--- config.mk ---
export PLATFORM = sky130hd
export DESIGN_NAME = ffha_engine
export DESIGN_NICKNAME = d
export VERILOG_FILES = /design/src/rtl/ffha_pkg.sv /design/src/rtl/ffha_engine.sv
export SDC_FILE = /design/constraint.sdc
export NUM_CORES = 1
export LEC_CHECK = 0
export BUFFER_PORTS_ARGS = -buffer_cell sky130_fd_sc_hd__buf_4
export CELL_PAD_IN_SITES_DETAIL_PLACEMENT = 1
export CELL_PAD_IN_SITES_GLOBAL_PLACEMENT = 1
export CORE_MARGIN = 5
export CORE_UTILIZATION = 40
export CTS_CLUSTER_DIAMETER = 30
export DETAILED_ROUTE_END_ITERATION = 10
export MAX_ROUTING_LAYER = met4
export PLACE_DENSITY = 0.78
export SLEW_MARGIN = 20
export SYNTH_ARGS = -nofsm -noshare
export SYNTH_HDL_FRONTEND = slang
export SYNTH_SLANG_ARGS = --single-unit
--- constraint.sdc ---
create_clock -name i_clk -period 9.3 [get_ports i_clk]
set_input_delay 0.465 -clock i_clk [delete_from_list [all_inputs] [get_ports i_clk]]
set_output_delay 0.465 -clock i_clk [all_outputs]
set_load 0.02 [all_outputs]
--- src/rtl/ffha_pkg.sv ---
`default_nettype none

package ffha_pkg;

    localparam int DESC_COUNT = 64;
    localparam int ADDR_W     = 32;
    localparam int IDX_W      = (DESC_COUNT > 1) ? $clog2(DESC_COUNT) : 1;
    localparam int LNK_W      = $clog2(DESC_COUNT + 1);
    localparam logic [LNK_W-1:0] NIL = LNK_W'(DESC_COUNT);

    localparam logic [2:0] ST_OK        = 3'd0;
    localparam logic [2:0] ST_BAD_SIZE  = 3'd1;
    localparam logic [2:0] ST_NO_SPARE  = 3'd2;
    localparam logic [2:0] ST_NO_FIT    = 3'd3;
    localparam logic [2:0] ST_NOT_FOUND = 3'd4;

    localparam logic ACT_ALLOC = 1'b0;
    localparam logic ACT_FREE  = 1'b1;

    typedef struct packed {
        logic [LNK_W-1:0]  link;
        logic [ADDR_W-1:0] size;
        logic [ADDR_W-1:0] base;
    } t_desc;

    typedef struct packed {
        logic [IDX_W-1:0] rd_idx;
        logic             we;
        logic [IDX_W-1:0] wr_idx;
        t_desc            wr_data;
    } t_mem_req;

    typedef enum logic [3:0] {
        S_IDLE,
        S_DECODE,
        S_A_SPR,
        S_A_WALK,
        S_A_WRF,
        S_F_WALK,
        S_F_PUSH,
        S_C_LDCUR,
        S_C_INNER,
        S_C_WPREV,
        S_C_WCUR,
        S_DONE
    } t_state;

    function automatic t_desc desc_default(input logic [IDX_W-1:0] idx,
                                           input logic [ADDR_W-1:0] hb,
                                           input logic [ADDR_W-1:0] hs);
        t_desc d;
        d.base = '0;
        d.size = '0;
        if (idx == '0) begin
            d.link = NIL;
            d.base = hb;
            d.size = hs;
        end else if ((LNK_W'(idx) + LNK_W'(1)) < NIL) begin
            d.link = LNK_W'(idx) + LNK_W'(1);
        end else begin
            d.link = NIL;
        end
        return d;
    endfunction

endpackage

`default_nettype wire

--- src/rtl/ffha_engine.sv ---
`default_nettype none

module ffha_engine (
    input  wire                          i_clk,
    input  wire                          i_rst_n,
    input  wire                          i_init,
    input  wire                          i_req_valid,
    output logic                         o_req_ready,
    input  wire                          i_action,
    input  wire  [ffha_pkg::ADDR_W-1:0]  i_size,
    input  wire  [ffha_pkg::ADDR_W-1:0]  i_addr,
    output logic                         o_res_valid,
    input  wire                          i_res_ready,
    output logic [2:0]                   o_status,
    output logic [ffha_pkg::ADDR_W-1:0]  o_region,
    output ffha_pkg::t_mem_req           o_mem,
    input  wire  ffha_pkg::t_desc        i_q
);

    localparam int AW = ffha_pkg::ADDR_W;
    localparam int LW = ffha_pkg::LNK_W;
    localparam int IW = ffha_pkg::IDX_W;

    ffha_pkg::t_state r_state, n_state;
    logic [LW-1:0] r_free_head, n_free_head;
    logic [LW-1:0] r_out_head, n_out_head;
    logic [LW-1:0] r_spare_head, n_spare_head;

    logic             r_action, n_action;
    logic [AW-1:0]    r_size, n_size;
    logic [AW-1:0]    r_addr, n_addr;
    logic [AW-1:0]    r_need, n_need;
    logic [IW-1:0]    r_d, n_d;
    logic [IW-1:0]    r_f, n_f;
    logic [IW-1:0]    r_cur, n_cur;
    logic [IW-1:0]    r_cmp, n_cmp;
    logic [LW-1:0]    r_prev, n_prev;
    logic [LW-1:0]    r_nxt, n_nxt;
    ffha_pkg::t_desc  r_d_ent, n_d_ent;
    ffha_pkg::t_desc  r_f_ent, n_f_ent;
    ffha_pkg::t_desc  r_c, n_c;
    ffha_pkg::t_desc  r_p, n_p;
    logic [2:0]       r_status, n_status;
    logic [AW-1:0]    r_region, n_region;

    logic [1:0]  pad;
    logic [AW:0] need_ext;
    logic        absorb;
    logic        fit;
    logic        match;
    logic [LW-1:0] outer_next;

    assign pad        = 2'(3'd4 - {1'b0, r_size[1:0]});
    assign need_ext   = {1'b0, r_size} + (AW+1)'(pad);
    assign fit        = i_q.size > r_need;
    assign match      = i_q.base == r_addr;
    assign absorb     = (r_cmp != r_cur) && ((r_c.base + r_c.size) == i_q.base);
    assign outer_next = r_c.link;

    always_ff @(posedge i_clk) begin
        if (!i_rst_n || i_init) begin
            r_state      <= ffha_pkg::S_IDLE;
            r_free_head  <= '0;
            r_out_head   <= ffha_pkg::NIL;
            r_spare_head <= LW'(1);
        end else begin
            r_state      <= n_state;
            r_free_head  <= n_free_head;
            r_out_head   <= n_out_head;
            r_spare_head <= n_spare_head;
        end
    end

    always_ff @(posedge i_clk) begin
        r_action <= n_action;
        r_size   <= n_size;
        r_addr   <= n_addr;
        r_need   <= n_need;
        r_d      <= n_d;
        r_f      <= n_f;
        r_cur    <= n_cur;
        r_cmp    <= n_cmp;
        r_prev   <= n_prev;
        r_nxt    <= n_nxt;
        r_d_ent  <= n_d_ent;
        r_f_ent  <= n_f_ent;
        r_c      <= n_c;
        r_p      <= n_p;
        r_status <= n_status;
        r_region <= n_region;
    end

    always_comb begin
        n_state = r_state;
        unique case (r_state)
            ffha_pkg::S_IDLE:
                if (i_req_valid) n_state = ffha_pkg::S_DECODE;
            ffha_pkg::S_DECODE: begin
                if (r_action == ffha_pkg::ACT_ALLOC) begin
                    if ((r_size == '0) || need_ext[AW] || (r_spare_head == ffha_pkg::NIL))
                        n_state = ffha_pkg::S_DONE;
                    else
                        n_state = ffha_pkg::S_A_SPR;
                end else begin
                    if ((r_addr == '0) || (r_out_head == ffha_pkg::NIL))
                        n_state = ffha_pkg::S_DONE;
                    else
                        n_state = ffha_pkg::S_F_WALK;
                end
            end
            ffha_pkg::S_A_SPR:
                n_state = (r_free_head == ffha_pkg::NIL) ? ffha_pkg::S_DONE
                                                         : ffha_pkg::S_A_WALK;
            ffha_pkg::S_A_WALK: begin
                if (fit)
                    n_state = ffha_pkg::S_A_WRF;
                else if (i_q.link == ffha_pkg::NIL)
                    n_state = ffha_pkg::S_DONE;
            end
            ffha_pkg::S_A_WRF:
                n_state = ffha_pkg::S_DONE;
            ffha_pkg::S_F_WALK: begin
                if (match)
                    n_state = ffha_pkg::S_F_PUSH;
                else if (i_q.link == ffha_pkg::NIL)
                    n_state = ffha_pkg::S_DONE;
            end
            ffha_pkg::S_F_PUSH:
                n_state = ffha_pkg::S_C_LDCUR;
            ffha_pkg::S_C_LDCUR:
                n_state = ffha_pkg::S_C_INNER;
            ffha_pkg::S_C_INNER: begin
                if (absorb)
                    n_state = ffha_pkg::S_C_WPREV;
                else if ((i_q.link == ffha_pkg::NIL) && (outer_next == ffha_pkg::NIL))
                    n_state = ffha_pkg::S_DONE;
                else if (i_q.link == ffha_pkg::NIL)
                    n_state = ffha_pkg::S_C_LDCUR;
            end
            ffha_pkg::S_C_WPREV:
                n_state = ffha_pkg::S_C_WCUR;
            ffha_pkg::S_C_WCUR: begin
                if ((r_nxt == ffha_pkg::NIL) && (outer_next == ffha_pkg::NIL))
                    n_state = ffha_pkg::S_DONE;
                else if (r_nxt == ffha_pkg::NIL)
                    n_state = ffha_pkg::S_C_LDCUR;
                else
                    n_state = ffha_pkg::S_C_INNER;
            end
            ffha_pkg::S_DONE:
                if (i_res_ready) n_state = ffha_pkg::S_IDLE;
            default:
                n_state = ffha_pkg::S_IDLE;
        endcase
    end

    always_comb begin
        n_free_head  = r_free_head;
        n_out_head   = r_out_head;
        n_spare_head = r_spare_head;
        n_action = r_action;
        n_size   = r_size;
        n_addr   = r_addr;
        n_need   = r_need;
        n_d      = r_d;
        n_f      = r_f;
        n_cur    = r_cur;
        n_cmp    = r_cmp;
        n_prev   = r_prev;
        n_nxt    = r_nxt;
        n_d_ent  = r_d_ent;
        n_f_ent  = r_f_ent;
        n_c      = r_c;
        n_p      = r_p;
        n_status = r_status;
        n_region = r_region;
        o_mem.rd_idx  = r_cur;
        o_mem.we      = 1'b0;
        o_mem.wr_idx  = r_cur;
        o_mem.wr_data = r_c;
        o_req_ready   = 1'b0;
        o_res_valid   = 1'b0;

        unique case (r_state)
            ffha_pkg::S_IDLE: begin
                o_req_ready = 1'b1;
                n_action = i_action;
                n_size   = i_size;
                n_addr   = i_addr;
            end
            ffha_pkg::S_DECODE: begin
                n_region = '0;
                n_status = ffha_pkg::ST_OK;
                if (r_action == ffha_pkg::ACT_ALLOC) begin
                    n_need = need_ext[AW-1:0];
                    n_d    = r_spare_head[IW-1:0];
                    o_mem.rd_idx = r_spare_head[IW-1:0];
                    if ((r_size == '0) || need_ext[AW])
                        n_status = ffha_pkg::ST_BAD_SIZE;
                    else if (r_spare_head == ffha_pkg::NIL)
                        n_status = ffha_pkg::ST_NO_SPARE;
                end else begin
                    n_cur  = r_out_head[IW-1:0];
                    n_prev = ffha_pkg::NIL;
                    o_mem.rd_idx = r_out_head[IW-1:0];
                    if ((r_addr != '0) && (r_out_head == ffha_pkg::NIL))
                        n_status = ffha_pkg::ST_NOT_FOUND;
                end
            end
            ffha_pkg::S_A_SPR: begin
                n_d_ent = i_q;
                n_f     = r_free_head[IW-1:0];
                o_mem.rd_idx = r_free_head[IW-1:0];
                if (r_free_head == ffha_pkg::NIL)
                    n_status = ffha_pkg::ST_NO_FIT;
                else
                    n_spare_head = i_q.link;
            end
            ffha_pkg::S_A_WALK: begin
                o_mem.rd_idx = i_q.link[IW-1:0];
                n_f = i_q.link[IW-1:0];
                if (fit) begin
                    o_mem.we           = 1'b1;
                    o_mem.wr_idx       = r_d;
                    o_mem.wr_data.link = r_out_head;
                    o_mem.wr_data.size = r_need;
                    o_mem.wr_data.base = i_q.base + i_q.size - r_need;
                    n_region     = i_q.base + i_q.size - r_need;
                    n_out_head   = LW'(r_d);
                    n_f_ent.link = i_q.link;
                    n_f_ent.size = i_q.size - r_need;
                    n_f_ent.base = i_q.base;
                    n_f          = r_f;
                end else if (i_q.link == ffha_pkg::NIL) begin
                    o_mem.we           = 1'b1;
                    o_mem.wr_idx       = r_d;
                    o_mem.wr_data      = r_d_ent;
                    o_mem.wr_data.link = r_spare_head;
                    n_spare_head = LW'(r_d);
                    n_status     = ffha_pkg::ST_NO_FIT;
                end
            end
            ffha_pkg::S_A_WRF: begin
                o_mem.we      = 1'b1;
                o_mem.wr_idx  = r_f;
                o_mem.wr_data = r_f_ent;
            end
            ffha_pkg::S_F_WALK: begin
                o_mem.rd_idx = i_q.link[IW-1:0];
                if (match) begin
                    if (r_prev != ffha_pkg::NIL) begin
                        o_mem.we           = 1'b1;
                        o_mem.wr_idx       = r_prev[IW-1:0];
                        o_mem.wr_data      = r_p;
                        o_mem.wr_data.link = i_q.link;
                    end else begin
                        n_out_head = i_q.link;
                    end
                    n_c      = i_q;
                    n_c.link = r_free_head;
                end else if (i_q.link == ffha_pkg::NIL) begin
                    n_status = ffha_pkg::ST_NOT_FOUND;
                end else begin
                    n_prev = LW'(r_cur);
                    n_p    = i_q;
                    n_cur  = i_q.link[IW-1:0];
                end
            end
            ffha_pkg::S_F_PUSH: begin
                o_mem.we      = 1'b1;
                o_mem.wr_idx  = r_cur;
                o_mem.wr_data = r_c;
                o_mem.rd_idx  = r_cur;
                n_free_head   = LW'(r_cur);
            end
            ffha_pkg::S_C_LDCUR: begin
                n_c    = i_q;
                n_prev = ffha_pkg::NIL;
                n_cmp  = r_free_head[IW-1:0];
                o_mem.rd_idx = r_free_head[IW-1:0];
            end
            ffha_pkg::S_C_INNER: begin
                n_nxt = i_q.link;
                if (absorb) begin
                    o_mem.we           = 1'b1;
                    o_mem.wr_idx       = r_cmp;
                    o_mem.wr_data      = i_q;
                    o_mem.wr_data.link = r_spare_head;
                    n_spare_head = LW'(r_cmp);
                    n_c.size     = r_c.size + i_q.size;
                    if (r_prev == LW'(r_cur))
                        n_c.link = i_q.link;
                    if (r_prev == ffha_pkg::NIL)
                        n_free_head = i_q.link;
                end else begin
                    n_prev = LW'(r_cmp);
                    n_p    = i_q;
                    if (i_q.link != ffha_pkg::NIL) begin
                        n_cmp = i_q.link[IW-1:0];
                        o_mem.rd_idx = i_q.link[IW-1:0];
                    end else begin
                        n_cur = outer_next[IW-1:0];
                        o_mem.rd_idx = outer_next[IW-1:0];
                    end
                end
            end
            ffha_pkg::S_C_WPREV: begin
                if ((r_prev != ffha_pkg::NIL) && (r_prev != LW'(r_cur))) begin
                    o_mem.we           = 1'b1;
                    o_mem.wr_idx       = r_prev[IW-1:0];
                    o_mem.wr_data      = r_p;
                    o_mem.wr_data.link = r_nxt;
                    n_p.link = r_nxt;
                end
            end
            ffha_pkg::S_C_WCUR: begin
                o_mem.we      = 1'b1;
                o_mem.wr_idx  = r_cur;
                o_mem.wr_data = r_c;
                if (r_nxt != ffha_pkg::NIL) begin
                    n_cmp = r_nxt[IW-1:0];
                    o_mem.rd_idx = r_nxt[IW-1:0];
                end else begin
                    n_cur = outer_next[IW-1:0];
                    o_mem.rd_idx = outer_next[IW-1:0];
                end
            end
            ffha_pkg::S_DONE: begin
                o_res_valid = 1'b1;
            end
            default: begin
                o_req_ready = 1'b0;
            end
        endcase
    end

    assign o_status = r_status;
    assign o_region = r_region;

endmodule

`default_nettype wire

* Word-level counts from Yosys, hierarchy flattened *
Index checks and enable logic that the tools add are counted.

cells by class
  add/sub/neg operators = 7
  magnitude comparators = 1
  equal/unequal tests = 48
  multiplexer cells = 80
  bitwise gates (word level) = 1
  reduce and logical (&&, ||, !) cells = 45

operators with widths
  kind                                         count
  2-to-1 mux 78 bit                            6
  case mux 78 bit (6 select lines)             1
  2-to-1 mux 64 bit                            3
  case mux 32 bit (2 select lines)             2
  case mux 64 bit (2 select lines)             1
  case mux 39 bit (3 select lines)             1
  2-to-1 mux 7 bit                             14
  adder 32 bit                                 3
  2-to-1 mux 6 bit                             14
  2-to-1 mux 71 bit                            1
  equality test 32 bit                         2
  zero test 32 bit                             2
  subtractor 32 bit                            2
  2-to-1 mux 4 bit                             14
  equality test 7 bit (second input constant)  7
  case mux 4 bit (12 select lines)             1
  != test 2 bit (second input constant)        21
  2-to-1 mux 39 bit                            1
  adder 32 x 2 -> 33 bit                       1
  > comparator 32 bit                          1
  2-to-1 mux 32 bit                            1
  nonzero test 32 bit                          1
  case mux 6 bit (5 select lines)              1
  case mux 7 bit (2 select lines)              2
  34 further kinds                             79

storage, ports and cells
  register bits = 465
  input bits = 141
  output and inout bits = 121
  logic and storage cells = 208

* Depth between registers and ports, before layout *
  depth in word-level cells = 7
  gate-level depth with buffers = 18
  gate-level depth less buffers = 16

* Worst setup path before layout *
Ideal clock, no wire load.

  path kind = reg-to-reg
  start point = reg r_c[0] (netlist name)
  end point = reg r_p[0] (netlist name) (enable)
  data arrival time = 5.436 ns
  data required time = 8.814 ns
  slack = 3.377 ns
  stages on the path, launching flop included = 16
  period minus slack after synthesis = 5.923 ns
  cell sequence = edfxtp_1 > ha_1 > inv_1 > fa_1 > nand2b_1 > a21bo_2 > a21o_1 > o211ai_4 > nand2_1 > nor4_1 > nor4_1 > and4_1 > buf_4 > nand2_2 > nand2_1 > nor2_1

between the ends
  longest elaborated chain between the ends = 5

RTL lines
  item                                  RTL line           source
  from (decl)                           ffha_engine.sv:41  ffha_pkg::t_desc r_c, n_c;
  from (signal assigned)                ffha_engine.sv:87  r_c <= n_c;
  adder 32 bit                          ffha_engine.sv:57  assign absorb = (r_cmp != r_cur) && ((r_c.base + r_c.size) == i_q.base);
  equality test 32 bit                  ffha_engine.sv:57
  logical AND 1 bit                     ffha_engine.sv:57
  != test 2 bit (no source line)        -
  AND reduction 4 bit (no source line)  -
  to (signal assigned)                  ffha_engine.sv:88  r_p <= n_p;
  to (decl)                             ffha_engine.sv:42  ffha_pkg::t_desc r_p, n_p;

No other way between the ends.
A chain may end at the register's enable or synchronous reset.

==> out/summary.txt <==
Outcome: finished, final reports clean
Fmax: 146 MHz
DIE AREA: 80300 um2
FP Rows: 100
Leading area contributor after synthesis: edfxtp_1
Tot GR Track Use: 32.1%
CP arrival: 6.38 ns
Die Span Y: 283 um
Area share of fa/ha/maj cells after synthesis: 7.46%
Highest-delay cell along the critical path: o221ai_1
Ys flop type: edfxtp_1
Max-cap violations: 0
TritonCTS buffer count: 114
Initial Util: 40.3%
Drt drc: 0
Reg-to-Reg Start: r_c[33]$_DFFE_PP_
Clk buf depth: 3
Setup-failing EPs final: 0
Largest family of logic cells by synthesized area: compound AO/OA/AOI/OAI gates
Synth Instances: 3037
Maximum vdd ir drop: 0.160 mV
Worst Hold Class: in -> reg
Compound-gate portion of the synthesized area: 21.2%
Clock transition at path regs: 0.05 ns
Worst Clk Skew: 0.0570 ns
Vias/cell: 6.31
First-pass GRT wire length: 191 mm
Post-Synth Simple-Gate Area: 14.0%
Synth top cells by count: 439 x edfxtp_1, 304 x nand2_1, 271 x nor2_1
CP max FO: 28
Post-Route WL: 130 mm
Final core occ: 50.7%
Crit-path cells: inv_1 -> ha_1 -> a211oi_1 -> or3b_2 -> o21ai_0 -> a211o_1 -> a21o_1 -> nand2_1 -> buf_4 -> o221ai_1 -> a21oi_1 -> nor2_1 -> buf_4
Setup crit start: r_need[13]$_DFFE_PP_
Max H-tree Level: 3
EDFF count, synth: 439
Post-detail-place hpwl: 93.0 mm
Pleak: 0.0149 uW
Worst-Skew Late Latency: 0.71 ns
Pin count of the biggest net entering global routing: 61
Mapped Nets: 3337
Design Power: 7550 uW
Met2 Track Usage GR: 48.8%
Required time of the critical path: 8.84 ns
Share of the synthesized area in the top cell type: 44.1%
Die X: 283 um
RD Place Congestion: 1.02
Layout Nets: 3689
Fin. max-slew vios: 0
Final setup TNS: 0 ns
Cell Area, Synth: 29900 um2
Core Box Area: 74200 um2
Root Driver: clkbuf_16
Total gr overflow: 0
Vias in the first global route: 28400
Post-Syn Area per Cell: 9.84 um2
Top cell by count, worst path: buf_4
PortBufs: 261
Ranking of synthesized cells by area: edfxtp_1 44%, ha_1 5.3%, a21oi_1 4.2%
Post-DRT Antenna Nets: 0
Flop and latch count out of synthesis: 464
Sequential-to-total area share from yosys stat: 45.8%
Slew HR: 24.2%
RSZ-0062 raised after global routing: no
DRT iter0 DRCs: 3198
Hold Vio Cnt, Final: 0
CP Class: reg -> out
Critical path endpoint category: output pin
Fill count: 8095
# IOs: 262
DRT Pass-1 Iters: 6
Max incr delay on CP: 0.69 ns
Most frequent cell after synthesis: edfxtp_1
Multiplexer share of the synthesized area: 0.833%
Share of layout cells above drive strength 1: 16.1%
P&R area growth vs syn: 25.9%
Global routing's busiest layer: met2
Initial antenna violation count: 4
Asr flop ratio synth: 0%
Wire per inst: 29.3 um
Final Critical Period: 6.85 ns
Netlist cell types: 94
Post-Synth XOR/XNOR Area: 5.86%
Vias: 28100
Clock sink total: 464
Post-CTS sizing: 0
Pwr dens: 201 nW/um2
Global-route track usage on met3: 5.22%
Warnings from Yosys: 0
Met1 usage: 43.2%
Final Cycle Share: 73.6%
Crit path launch type: flop
TritonCTS clock tree: built
Hold path start: i_q[6]
Worst-Margin Slew: 1.13 ns
[per-stage QoR]
step	std cells	hold slack (ns)	area, um2	setup WS, ns
global route	4459	0.0205	37600	2.24
finish	4459	0.0434	37600	2.45
global placement	4151	0.478	32700	3.08
floorplan	3037	0.453	29900	3.38
detailed placement	4151	0.485	32700	3.33
CTS	4456	0.00705	37600	2.54
[sequential cells by signal, summed over array words and instances, names as in the netlist, 31 cells and up]
| signal | cells |
|---|---|
| r_f_ent | 71 |
| r_c | 64 |
| r_d_ent | 64 |
| r_p | 64 |
| o_region | 32 |
| r_addr | 32 |
| r_size | 32 |
| r_need | 31 |
[cell usage in the layout (no fill, tap or decap), types with 17 or more instances in the layout]
cell type / count
a211oi_1: 20
a21o_1: 56
a21oi_1: 247
a221o_1: 58
a221oi_1: 78
a22oi_1: 22
a31oi_1: 23
and2_1: 26
and3_1: 29
buf_4: 298
clkbuf_16: 114
clkinv_2: 25
clkinvlp_4: 21
dfxtp_1: 25
dlygate4sd3_1: 91
edfxtp_1: 439
fa_1: 32
ha_1: 127
inv_1: 202
mux2i_1: 17
nand2_1: 303
nand2b_1: 29
nand3_1: 48
nand4_1: 32
nor2_1: 263
nor3_1: 49
nor4_1: 45
o211ai_1: 51
o21a_1: 38
o21ai_0: 169
o21bai_1: 22
or2_2: 17
xnor2_1: 95
xor2_1: 105
[timing repair]
action / in CTS / in global routing
buffers inserted: 0 / 0
endpoints found under the hold margin: 115 / 0
hold buffers: 91 / 0
setup endpoints to repair: 0 / 0
[layer usage]
metal | part of all wire (%) | vias up
li1 | - | 12100
met1 | 41 | 14100
met2 | 45 | 1681
met3 | 10 | 303
met4 | 4.4 | 0
met5 | 0 | -
[cell families after synthesis]
family	after synthesis
buffers and inverters	357
xor gates and xnor gates	200
muxes	24
DFF	464
adders and majority gates	159
AOI/OAI and AO/OA	926
and+or+nand+nor	907
[worst paths after layout]
kind         cells past startpoint                     endpoint  slack, ns
max                             13                     o_mem[7]       2.45
min                              1         r_f_ent[6]$_DFFE_PP_       0.04
min reg2reg                      2  r_free_head[6]$_SDFFE_PP0P_       0.50
max reg2reg                     15            r_p[52]$_DFFE_PP_       3.75
[layout make-up]
type	instances	area [um2]	area share [%]
antenna	3	7.51	0.0200
clock buffer	132	2940	7.82
clock inverter	82	1010	2.69
inverter	204	768	2.04
multi-input combinational	2216	14800	39.5
sequential	464	13700	36.4
tap	969	1210	3.22
timing repair buffer	389	3150	8.37
[critical path: cells and delay by family (launching register included)]
family / cells / cell delay (ns)
AOI/OAI and AO/OA: 6 / 3.06
and+or+nand+nor: 3 / 1.10
buffers and inverters: 3 / 0.63
DFF: 1 / 0.49
adders and majority gates: 1 / 0.35
[where the power goes]
part / switching (uW) / internal (uW) / leakage [uW]
clock network: 1370 / 2680 / 0.00186
registers: 73.1 / 2380 / 0.00427
logic: 653 / 390 / 0.00878
(Power assumes the default switching activity.)
